**src/design/bdca_pkg.sv**
```systemverilog
// ----------------------------------------------------------------------------
// bdca_pkg
// Types and constants shared by the binary to decimal ASCII converter.
// ----------------------------------------------------------------------------
package bdca_pkg;

	localparam int DIGIT_W        = 4;
	localparam int ASCII_W        = 6;
	localparam int STAGE_BITS     = 8;
	localparam int LOG2_SCALE     = 30103;
	localparam int LOG2_DIVISOR   = 100000;

	typedef logic [DIGIT_W-1:0] digit_t;
	typedef logic [ASCII_W-1:0] ascii_t;

	localparam digit_t BCD_ADJ_LIMIT = digit_t'(5);
	localparam digit_t BCD_ADJ       = digit_t'(3);
	localparam ascii_t ASCII_ZERO    = ascii_t'(48);

	// Decimal digits needed for the largest value of a given bit width.
	function automatic int digit_count(input int width);
		return (width * LOG2_SCALE) / LOG2_DIVISOR + 1;
	endfunction

endpackage

```
**src/design/bdca_in_if.sv**
```systemverilog
// ----------------------------------------------------------------------------
// bdca_in_if
// Input channel: one binary value per transfer.
// ----------------------------------------------------------------------------
interface bdca_in_if #(
	parameter int VALUE_WIDTH = 32
) ();
	logic                   valid;
	logic                   ready;
	logic [VALUE_WIDTH-1:0] value;

	modport source (output valid, output value, input ready);
	modport sink   (input valid, input value, output ready);
endinterface

```
**src/design/bdca_out_if.sv**
```systemverilog
// ----------------------------------------------------------------------------
// bdca_out_if
// Output channel: one ASCII digit per transfer, with an end-of-run flag.
// ----------------------------------------------------------------------------
interface bdca_out_if ();
	logic             valid;
	logic             ready;
	bdca_pkg::ascii_t ascii_digit;
	logic             last;

	modport source (output valid, output ascii_digit, output last, input ready);
	modport sink   (input valid, input ascii_digit, input last, output ready);
endinterface

```
**src/design/bdca_dabble_stage.sv**
```systemverilog
// ----------------------------------------------------------------------------
// bdca_dabble_stage
// One pipeline stage of the shift-and-add-3 conversion, eight bits deep.
// ----------------------------------------------------------------------------
module bdca_dabble_stage #(
	parameter int BIN_W = 32,
	parameter int NDIG  = 10
) (
	input  logic                              clk,
	input  logic                              arst_n,
	input  logic                              in_valid,
	output logic                              in_ready,
	input  logic [NDIG*bdca_pkg::DIGIT_W-1:0] in_bcd,
	input  logic [BIN_W-1:0]                  in_bin,
	output logic                              out_valid,
	input  logic                              out_ready,
	output logic [NDIG*bdca_pkg::DIGIT_W-1:0] out_bcd,
	output logic [BIN_W-1:0]                  out_bin
);
	import bdca_pkg::*;

	localparam int BCD_W = NDIG * DIGIT_W;

	logic             valid_s1;
	logic [BCD_W-1:0] bcd_s1;
	logic [BIN_W-1:0] bin_s1;
	logic [BCD_W-1:0] bcd_next;
	logic [BIN_W-1:0] bin_next;

	always_comb begin
		bcd_next = in_bcd;
		bin_next = in_bin;
		for (int step = 0; step < STAGE_BITS; step++) begin
			for (int d = 0; d < NDIG; d++) begin
				if (bcd_next[d*DIGIT_W +: DIGIT_W] >= BCD_ADJ_LIMIT) begin
					bcd_next[d*DIGIT_W +: DIGIT_W] = bcd_next[d*DIGIT_W +: DIGIT_W] + BCD_ADJ;
				end
			end
			{bcd_next, bin_next} = {bcd_next, bin_next} << 1;
		end
	end

	assign in_ready = !valid_s1 || out_ready;

	always_ff @(posedge clk or negedge arst_n) begin
		if (!arst_n) begin
			valid_s1 <= 1'b0;
		end else if (in_ready) begin
			valid_s1 <= in_valid;
		end
	end

	always_ff @(posedge clk) begin
		if (in_ready && in_valid) begin
			bcd_s1 <= bcd_next;
			bin_s1 <= bin_next;
		end
	end

	assign out_valid = valid_s1;
	assign out_bcd   = bcd_s1;
	assign out_bin   = bin_s1;

endmodule

```
**src/design/bdca_serializer.sv**
```systemverilog
// ----------------------------------------------------------------------------
// bdca_serializer
// Sends the BCD digits of one value as ASCII, most significant nonzero first.
// ----------------------------------------------------------------------------
module bdca_serializer #(
	parameter int NDIG = 10
) (
	input  logic                              clk,
	input  logic                              arst_n,
	input  logic                              in_valid,
	output logic                              in_ready,
	input  logic [NDIG*bdca_pkg::DIGIT_W-1:0] in_bcd,
	bdca_out_if.source                        out_ch
);
	import bdca_pkg::*;

	localparam int BCD_W = NDIG * DIGIT_W;
	localparam int IDX_W = $clog2(NDIG);

	logic             busy_q;
	logic [IDX_W-1:0] idx_q;
	logic [BCD_W-1:0] bcd_q;
	logic [IDX_W-1:0] lead;
	logic             at_end;
	logic             load;
	digit_t           cur_digit;

	// Highest nonzero digit; a zero value leaves the index at the units digit.
	always_comb begin
		lead = '0;
		for (int d = 0; d < NDIG; d++) begin
			if (in_bcd[d*DIGIT_W +: DIGIT_W] != '0) begin
				lead = IDX_W'(d);
			end
		end
	end

	assign at_end    = (idx_q == '0);
	assign in_ready  = !busy_q || (out_ch.ready && at_end);
	assign load      = in_valid && in_ready;
	assign cur_digit = bcd_q[idx_q*DIGIT_W +: DIGIT_W];

	always_ff @(posedge clk or negedge arst_n) begin
		if (!arst_n) begin
			busy_q <= 1'b0;
			idx_q  <= '0;
		end else if (load) begin
			busy_q <= 1'b1;
			idx_q  <= lead;
		end else if (busy_q && out_ch.ready) begin
			if (at_end) begin
				busy_q <= 1'b0;
			end else begin
				idx_q <= idx_q - 1'b1;
			end
		end
	end

	always_ff @(posedge clk) begin
		if (load) begin
			bcd_q <= in_bcd;
		end
	end

	assign out_ch.valid       = busy_q;
	assign out_ch.ascii_digit = ASCII_ZERO + ascii_t'(cur_digit);
	assign out_ch.last        = at_end;

`ifndef SYNTHESIS
	a_load_starts_run: assert property (@(posedge clk) disable iff (!arst_n)
		load |=> busy_q)
		else $error("run did not start after a load");

	a_stall_holds_index: assert property (@(posedge clk) disable iff (!arst_n)
		busy_q && !out_ch.ready |=> busy_q && $stable(idx_q))
		else $error("digit index moved during a stall");

	a_index_steps_down: assert property (@(posedge clk) disable iff (!arst_n)
		busy_q && out_ch.ready && !at_end |=> busy_q && (idx_q == $past(idx_q) - 1'b1))
		else $error("digit index did not step down after a transfer");

	a_no_leading_zero: assert property (@(posedge clk) disable iff (!arst_n)
		load |=> at_end || (cur_digit != '0))
		else $error("run starts with a leading zero");
`endif

endmodule

```
**src/design/binary_to_decimal_ascii.sv**
```systemverilog
// A value passes through ceil(VALUE_WIDTH/8) conversion stages and then the output register
// of the serializer before its first character is sent.
// Throughput: one character per cycle while out_ch.ready is high; each value gives
// max(1, digits) characters, at most 10 at the default width, on the single character port.
// Conversion stages accept a new value every cycle and hold under back-pressure.
// Reset clears all valid bits and the output run; no values are kept across reset.
// ----------------------------------------------------------------------------
// binary_to_decimal_ascii
// Converts an unsigned binary value into a run of ASCII decimal digits.
// ----------------------------------------------------------------------------
module binary_to_decimal_ascii #(
	parameter int VALUE_WIDTH = 32
) (
	input  logic       clk,
	input  logic       arst_n,
	bdca_in_if.sink    in_ch,
	bdca_out_if.source out_ch
);
	import bdca_pkg::*;

	localparam int NDIG    = digit_count(VALUE_WIDTH);
	localparam int BCD_W   = NDIG * DIGIT_W;
	localparam int NSTAGES = (VALUE_WIDTH + STAGE_BITS - 1) / STAGE_BITS;
	localparam int PAD_W   = NSTAGES * STAGE_BITS;

	logic [NSTAGES:0]            chain_valid;
	logic [NSTAGES:0]            chain_ready;
	logic [NSTAGES:0][BCD_W-1:0] chain_bcd;
	logic [NSTAGES:0][PAD_W-1:0] chain_bin;

	assign chain_valid[0] = in_ch.valid;
	assign in_ch.ready    = chain_ready[0];
	assign chain_bcd[0]   = '0;
	assign chain_bin[0]   = PAD_W'(in_ch.value);

	for (genvar s = 0; s < NSTAGES; s++) begin : g_stage
		bdca_dabble_stage #(
			.BIN_W (PAD_W),
			.NDIG  (NDIG)
		) u_stage (
			.clk       (clk),
			.arst_n    (arst_n),
			.in_valid  (chain_valid[s]),
			.in_ready  (chain_ready[s]),
			.in_bcd    (chain_bcd[s]),
			.in_bin    (chain_bin[s]),
			.out_valid (chain_valid[s+1]),
			.out_ready (chain_ready[s+1]),
			.out_bcd   (chain_bcd[s+1]),
			.out_bin   (chain_bin[s+1])
		);
	end

	bdca_serializer #(
		.NDIG (NDIG)
	) u_serializer (
		.clk      (clk),
		.arst_n   (arst_n),
		.in_valid (chain_valid[NSTAGES]),
		.in_ready (chain_ready[NSTAGES]),
		.in_bcd   (chain_bcd[NSTAGES]),
		.out_ch   (out_ch)
	);

endmodule
```
**src/flat_wrapper.sv**
```systemverilog
// flat-port wrapper written by rule: the top's interface ports become plain ports
module binary_to_decimal_ascii_flat import bdca_pkg::*;
#(
	parameter int VALUE_WIDTH = 32
)
  (clk, arst_n, in_ch_valid, in_ch_value, in_ch_ready, out_ch_valid, out_ch_ascii_digit, out_ch_last, out_ch_ready);
  bdca_in_if #(.VALUE_WIDTH(VALUE_WIDTH)) in_ch_i ();
  bdca_out_if out_ch_i ();
  input  logic clk;
  input  logic arst_n;
  input wire logic [$bits(in_ch_i.valid)-1:0] in_ch_valid;
  input wire logic [$bits(in_ch_i.value)-1:0] in_ch_value;
  output wire logic [$bits(in_ch_i.ready)-1:0] in_ch_ready;
  output wire logic [$bits(out_ch_i.valid)-1:0] out_ch_valid;
  output wire logic [$bits(out_ch_i.ascii_digit)-1:0] out_ch_ascii_digit;
  output wire logic [$bits(out_ch_i.last)-1:0] out_ch_last;
  input wire logic [$bits(out_ch_i.ready)-1:0] out_ch_ready;
  assign in_ch_i.valid = in_ch_valid;
  assign in_ch_i.value = in_ch_value;
  assign in_ch_ready = in_ch_i.ready;
  assign out_ch_valid = out_ch_i.valid;
  assign out_ch_ascii_digit = out_ch_i.ascii_digit;
  assign out_ch_last = out_ch_i.last;
  assign out_ch_i.ready = out_ch_ready;
  binary_to_decimal_ascii #(.VALUE_WIDTH(VALUE_WIDTH)) u_core (.clk(clk), .arst_n(arst_n), .in_ch(in_ch_i), .out_ch(out_ch_i));
endmodule
```
**config.mk**
```make
export PLATFORM = sky130hd
export DESIGN_NAME = binary_to_decimal_ascii_flat
export DESIGN_NICKNAME = d
export VERILOG_FILES = /design/src/design/bdca_pkg.sv /design/src/design/bdca_in_if.sv /design/src/design/bdca_out_if.sv /design/src/design/bdca_dabble_stage.sv /design/src/design/bdca_serializer.sv /design/src/design/binary_to_decimal_ascii.sv /design/src/flat_wrapper.sv
export SDC_FILE = /design/constraint.sdc
export NUM_CORES = 1
export LEC_CHECK = 0
export BUFFER_PORTS_ARGS = -buffer_cell sky130_fd_sc_hd__buf_2
export CORE_ASPECT_RATIO = 1.1
export CORE_MARGIN = 2
export CORE_UTILIZATION = 25
export CTS_CLUSTER_SIZE = 24
export DETAILED_ROUTE_END_ITERATION = 7
export GPL_ROUTABILITY_DRIVEN = 0
export HOLD_SLACK_MARGIN = 0.03
export PLACE_DENSITY = 0.39
export SLEW_MARGIN = 40
export SYNTH_ARGS = -nofsm -noshare
export SYNTH_HDL_FRONTEND = slang
export SYNTH_SLANG_ARGS = --single-unit
```
**constraint.sdc**
```tcl
create_clock -name clk -period 9.8 [get_ports clk]
set_input_delay 1.96 -clock clk [delete_from_list [all_inputs] [get_ports clk]]
set_output_delay 1.96 -clock clk [all_outputs]
set_load 0.02 [all_outputs]
```
==> flow_summary.ini, run 1 <==
[floorplan]
chipHeight_um = 338.9
start_util_pct = 25.27
die_w_um = 308.5
num_io_pins = 45
core_mm2 = 0.1009
die_area_mm2 = 0.1046
core.rowCount = 122

[timing]
skew_ps = 16.63
fmax_mhz = 131.0
setup-tns-final_ps = 0
finalHoldViolCount = 0
tightest_slew_ps = 796.8
finalMaxSlewViolations = 0
fin_crit_ps = 7633
slew_headroom_pct = 46.88
setup_violations = 0
rsz0062_at_grt = false
finalCritPeriodShare_pct = 77.89

[layout]
nNetsFinal = 3263
fillers = 10837
multi_input_area_mm2 = 0.01844
drive_above_1_share_pct = 12.75
mostFrequentLayoutCell = nand2_1
final_cell_mix = 313 x nand2_1, 260 x nor2_1, 197 x a21oi_1, 196 x inv_1, 192 x o21ai_0
syn_to_final_growth_pct = 9.122
n_antenna_cell = 0
area.sequential_mm2 = 0.005932

[critical_path]
worstPathRequired_ps = 10060
cp_common_cell = ha_1
crit_arrival_ps = 7890
crit_type = flip-flop to flip-flop
endpoint_kind = flip-flop
cpPeakStageDelay_ps = 440
crit_path_top_delay_cell = edfxtp_1
cp_max_fo = 6
start_kind = flip-flop

[logic_synthesis]
ys_warn_count = 0
syn_inst = 3096
synthFlopType = edfxtp_1
yosysTopAreaCell = edfxtp_1
synth_edf_count = 190
synth_cell_types = 145
synth.top_cell.area_share_pct = 22.38
synthArstFlopShare_pct = 4.523
avgSynthCellArea_um2 = 8.235
synth.cell_area_mm2 = 0.02550
ys_seq_elements = 199
seq_area_frac_synth_pct = 23.26
yosys-top-cells-area = edfxtp_1 22%, ha_1 6.9%, nand2_1 4.6%

[clock_network]
clkLatencyLatePin_ps = 520
cts_max_path_buffers = 2
cts.clk_slew.worst_paths_ps = 80
holdBufCountCts = 0
cts_inserted_buffers = 17
clkSinkCount = 199
cts_tree = done
cts-root-buf = clkbuf_16
htreeDepth = 4
post_cts_resized = 0
post_cts_buffers = 0

[grt]
grt_pass1_wl_mm = 97.92
grt_use_total_pct = 10.78
grt_pass1_vias = 20647
grt_max_degree = 41
grt-ovfl-total = 0
antenna_found_initial = 0

[status]
status = finished, final reports clean

[drt]
antenna_left = 0
vias = 21941
postRouteWirelength_mm = 56.11
firstDrtPassIters = 5
drt-initial-drc-count = 1361
drt-vias-per-instance = 4.916
post_drt_wl_per_cell_um = 12.57
drcViolationCount = 0

[place]
dpl.hpwl_mm = 42.95
place.port_buffers = 42

[run]
drv_cap = 0

[min_path]
hp-class = flip-flop to flip-flop
cells by family after synthesis:
| logic type | Yosys count | synth area share (%) |
|---|---|---|
| mux | 176 | 8.377 |
| fa+ha+maj | 148 | 7.199 |
| buf+inv | 299 | 4.686 |
| compound gates | 1116 | 31.55 |
| other cells | 1 | 0.01471 |
| flops | 199 | 23.26 |
| simple gates | 1035 | 19.63 |
| xor+xnor | 122 | 5.280 |
per-layer routing:
layer	global-route usage [%]	wire [um]	up-vias	part of all wire, %
li1	-	-	11647	-
met1	14.26	27990	10111	50
met2	18.29	26460	149	47
met3	1.513	983	34	1.8
met4	2.795	675	0	1.2
met5	0	0	-	0
metrics by stage:
step	util [%]	cells	setup WS [ps]	hold WS, ps	cell area (um^2)
after floorplan	-	3097	2895	400.3	25500
after global placement	26.87	4428	2181	400.3	27120
after detailed placement	26.91	4430	2151	405.2	27150
after CTS	27.54	4462	2126	426.1	27780
after global routing	27.58	4463	1306	431.1	27820
final	27.58	4463	2167	422.4	27820
state kept, by name, indices dropped and copies added, names as in the netlist:
name / flops
u_core.u_serializer.bcd_q: 40
u_core.g_stage.u_stage.out_bcd: 102
u_core.g_stage.u_stage.out_valid: 4
u_core.u_serializer.out_ch.valid: 1
u_core.g_stage.u_stage.out_bin: 48
u_core.u_serializer.idx_q: 4
worst max-delay path, delay by kind of cell, from the launching register on:
family,cells,cell delay (ps)
flops,1,440
simple gates,8,1120
mux,5,790
buf+inv,6,510
fa+ha+maj,8,1710
compound gates,8,1820
xor+xnor,4,960
path summary, 6_finish.rpt:
path                                                       start                                     to  slack [ps]  depth (start not counted)
max reg2reg                u_core.g_stage[2].u_stage.out_bcd[28]  u_core.g_stage[3].u_stage.out_bcd[39]        2170                         39
max in group asynchronous                                 arst_n           u_core.u_serializer.idx_q[0]        8310                          1
max                        u_core.g_stage[2].u_stage.out_bcd[28]  u_core.g_stage[3].u_stage.out_bcd[39]        2170                         39
min in group asynchronous                                 arst_n    u_core.g_stage[3].u_stage.out_valid        1290                          1
min reg2reg                u_core.g_stage[1].u_stage.out_bin[22]  u_core.g_stage[2].u_stage.out_bin[30]         420                          0
min                        u_core.g_stage[1].u_stage.out_bin[22]  u_core.g_stage[2].u_stage.out_bin[30]         420                          0
layout make-up:
type	instances	area share (%)
Clock buffer	17	1.529
Multi-Input combinational cell	2599	66.29
Timing Repair Buffer	57	1.133
Tap cell	1364	6.134
Sequential cell	199	21.32
Clock inverter	15	0.7285
Inverter	212	2.869
synth_stat cells, types with 11 or more instances:
| master | instances |
|---|---|
| a211o_1 | 25 |
| a211oi_1 | 57 |
| a21boi_0 | 21 |
| a21o_1 | 45 |
| a21oi_1 | 198 |
| a21oi_2 | 16 |
| a22o_1 | 14 |
| a22oi_1 | 23 |
| a31oi_1 | 48 |
| and2_1 | 37 |
| and3_1 | 31 |
| buf_2 | 28 |
| clkbuf_1 | 47 |
| edfxtp_1 | 190 |
| ha_1 | 141 |
| inv_1 | 196 |
| inv_2 | 13 |
| mux2_2 | 62 |
| mux2i_1 | 77 |
| nand2_1 | 313 |
| nand2b_1 | 68 |
| nand3_1 | 76 |
| nor2_1 | 260 |
| nor2b_1 | 36 |
| nor3_1 | 61 |
| nor4_1 | 18 |
| o211a_1 | 13 |
| o211ai_1 | 43 |
| o21a_1 | 43 |
| o21ai_0 | 192 |
| o21ai_1 | 69 |
| o21bai_1 | 13 |
| o221ai_1 | 11 |
| o22a_1 | 11 |
| o22ai_1 | 39 |
| o31ai_1 | 14 |
| or2_1 | 16 |
| or2_2 | 17 |
| or3_1 | 34 |
| xnor2_1 | 59 |
| xnor2_2 | 21 |
| xor2_1 | 30 |
Power of run 1 is left out: the tool's default activity adds up to more than one toggle a clock period on the data nets, which glitch-free logic cannot reach.
==> run 2, diff against run 1 <==
Clock period 9.8 ns to 7.4 ns, I/O delays scaled along.
==> run 2 against run 1 <==
Effect of this change: flip-flop and latch count did not move; core utilization rose by 0.37 points; sequential share of layout area fell by 0.28 points; final cell count rose by 0.67%; register-to-register slack got worse by 1700 ps; count of clock-buffer cells in the layout did not move; global-route usage barely moved; final area rose by 1.3%; die area did not move; clock skew fell by 2.3 ps; via count rose by 0.72%; first-iteration DRC count rose by 1.2%.
==> flow_summary.ini, run 2 (same netlist as run 1, synthesis figures left out) <==
[floorplan]
core_mm2 = 0.1009
start_util_pct = 25.27
die_w_um = 308.5
num_io_pins = 45
chipHeight_um = 338.9
core.rowCount = 122
die_area_mm2 = 0.1046

[layout]
area.sequential_mm2 = 0.005932
syn_to_final_growth_pct = 10.58
multi_input_area_mm2 = 0.01855
largest_reg_flops = 102
nNetsFinal = 3293
n_antenna_cell = 0
fillers = 10856
drive_above_1_share_pct = 14.13
final_cell_mix = 313 x nand2_1, 258 x nor2_1, 196 x inv_1, 193 x a21oi_1, 192 x o21ai_0
mostFrequentLayoutCell = nand2_1

[critical_path]
crit_path_top_delay_cell = edfxtp_1
endpoint = u_core.g_stage[3].u_stage.out_bcd[39]
endpoint_kind = flip-flop
cp_max_fo = 5
r2r_cells = 35
critical_path.top_delay_family = compound AO/OA/AOI/OAI gates
worstPathRequired_ps = 7650
rr_startpoint = u_core.g_stage[2].u_stage.out_bcd[28]
critical_path_buf_inv_count = 7
cpPeakStageDelay_ps = 440
start_kind = flip-flop
timing.reg2reg.setup_slack_ps = 490
reg2reg_to = u_core.g_stage[3].u_stage.out_bcd[39]
crit_type = flip-flop to flip-flop
cp.depth = 35
startpoint = u_core.g_stage[2].u_stage.out_bcd[28]
crit_arrival_ps = 7160

[grt]
antenna_found_initial = 0
grt.busiest_layer = met2
grt_max_degree = 45
grt_pass1_vias = 20656
use_met3_pct = 1.594
grt_pass1_wl_mm = 97.26
grt-ovfl-total = 0
gr-usage-met2_pct = 18.52
grt_use_met1_pct = 14.04
grt_use_total_pct = 10.75

[drt]
antenna_left = 0
firstDrtPassIters = 5
postRouteWirelength_mm = 56.25
post_drt_wl_per_cell_um = 12.52
vias = 22099
drt-vias-per-instance = 4.919
drt-initial-drc-count = 1377
drcViolationCount = 0

[timing]
slew_headroom_pct = 48.75
fmax_mhz = 144.7
fin_crit_ps = 6910
worst_slack_ps = 490.4
finalMaxSlewViolations = 0
finalHoldViolCount = 0
finalCritPeriodShare_pct = 93.37
setup_violations = 0
setup-tns-final_ps = 0
skew_ps = 14.31
tightest_slew_ps = 763.7

[clock_network]
htreeDepth = 4
holdBufCountCts = 0
clkSinkCount = 199
cts-root-buf = clkbuf_16
cts.clk_slew.worst_paths_ps = 80
clkLatencyLatePin_ps = 510
cts_inserted_buffers = 17
cts_max_path_buffers = 2
cts_tree = done

[status]
status = finished, final reports clean

[place]
place.port_buffers = 42
preCtsSetupSlack_ps = 276.8
dpl.hpwl_mm = 43.12

[min_path]
hp-class = flip-flop to flip-flop

[run]
drv_cap = 0
-- run 2: what timing repair did --
action	in CTS	in global routing
setup endpoints to repair	0	29
setup buffers	0	10
gates resized for setup	0	27
-- run 2: cell type report --
class,instances,share of cell area [%]
repair buffers,87,1.944
clock inverters,15,0.8298
clock buffers,17,1.509
flip-flops and latches,199,21.04
well taps,1364,6.053
multi-input cells,2599,65.80
inverters,212,2.831
-- run 2: how the worst min path moves through the flow --
stage	start	end	slack [ps]	depth (start not counted)
finish	u_core.g_stage[0].u_stage.out_bin[15]	u_core.g_stage[1].u_stage.out_bin[23]	420	0
CTS	u_core.g_stage[0].u_stage.out_bin[15]	u_core.g_stage[1].u_stage.out_bin[23]	420	0
global placement	u_core.g_stage[1].u_stage.out_bin[17]	u_core.g_stage[2].u_stage.out_bin[25]	400	0
detailed placement	u_core.g_stage[0].u_stage.out_bin[13]	u_core.g_stage[1].u_stage.out_bin[21]	400	0
floorplan	u_core.g_stage[0].u_stage.out_bin[24]	u_core.g_stage[1].u_stage.out_bcd[0]	400	0
global route	u_core.g_stage[1].u_stage.out_bin[19]	u_core.g_stage[2].u_stage.out_bin[27]	430	0
-- run 2: layer usage --
layer | wire (um) | vias to the layer above
met2 | 27130 | 142
met3 | 978 | 28
met4 | 576 | 0
met1 | 27570 | 10207
met5 | 0 | -
li1 | - | 11722
-- run 2: per-stage QoR --
| step | utilization [%] | area (um^2) | hold slack, ps | cells |
|---|---|---|---|---|
| after CTS | 27.71 | 27960 | 424.6 | 4483 |
| after detailed placement | 27.05 | 27300 | 404.5 | 4451 |
| after floorplan | - | 25500 | 400.3 | 3097 |
| after global routing | 27.94 | 28200 | 431.0 | 4493 |
| final | 27.94 | 28200 | 422.3 | 4493 |
| after global placement | 27.05 | 27290 | 400.8 | 4451 |
Power of run 2 is left out for the same reason.
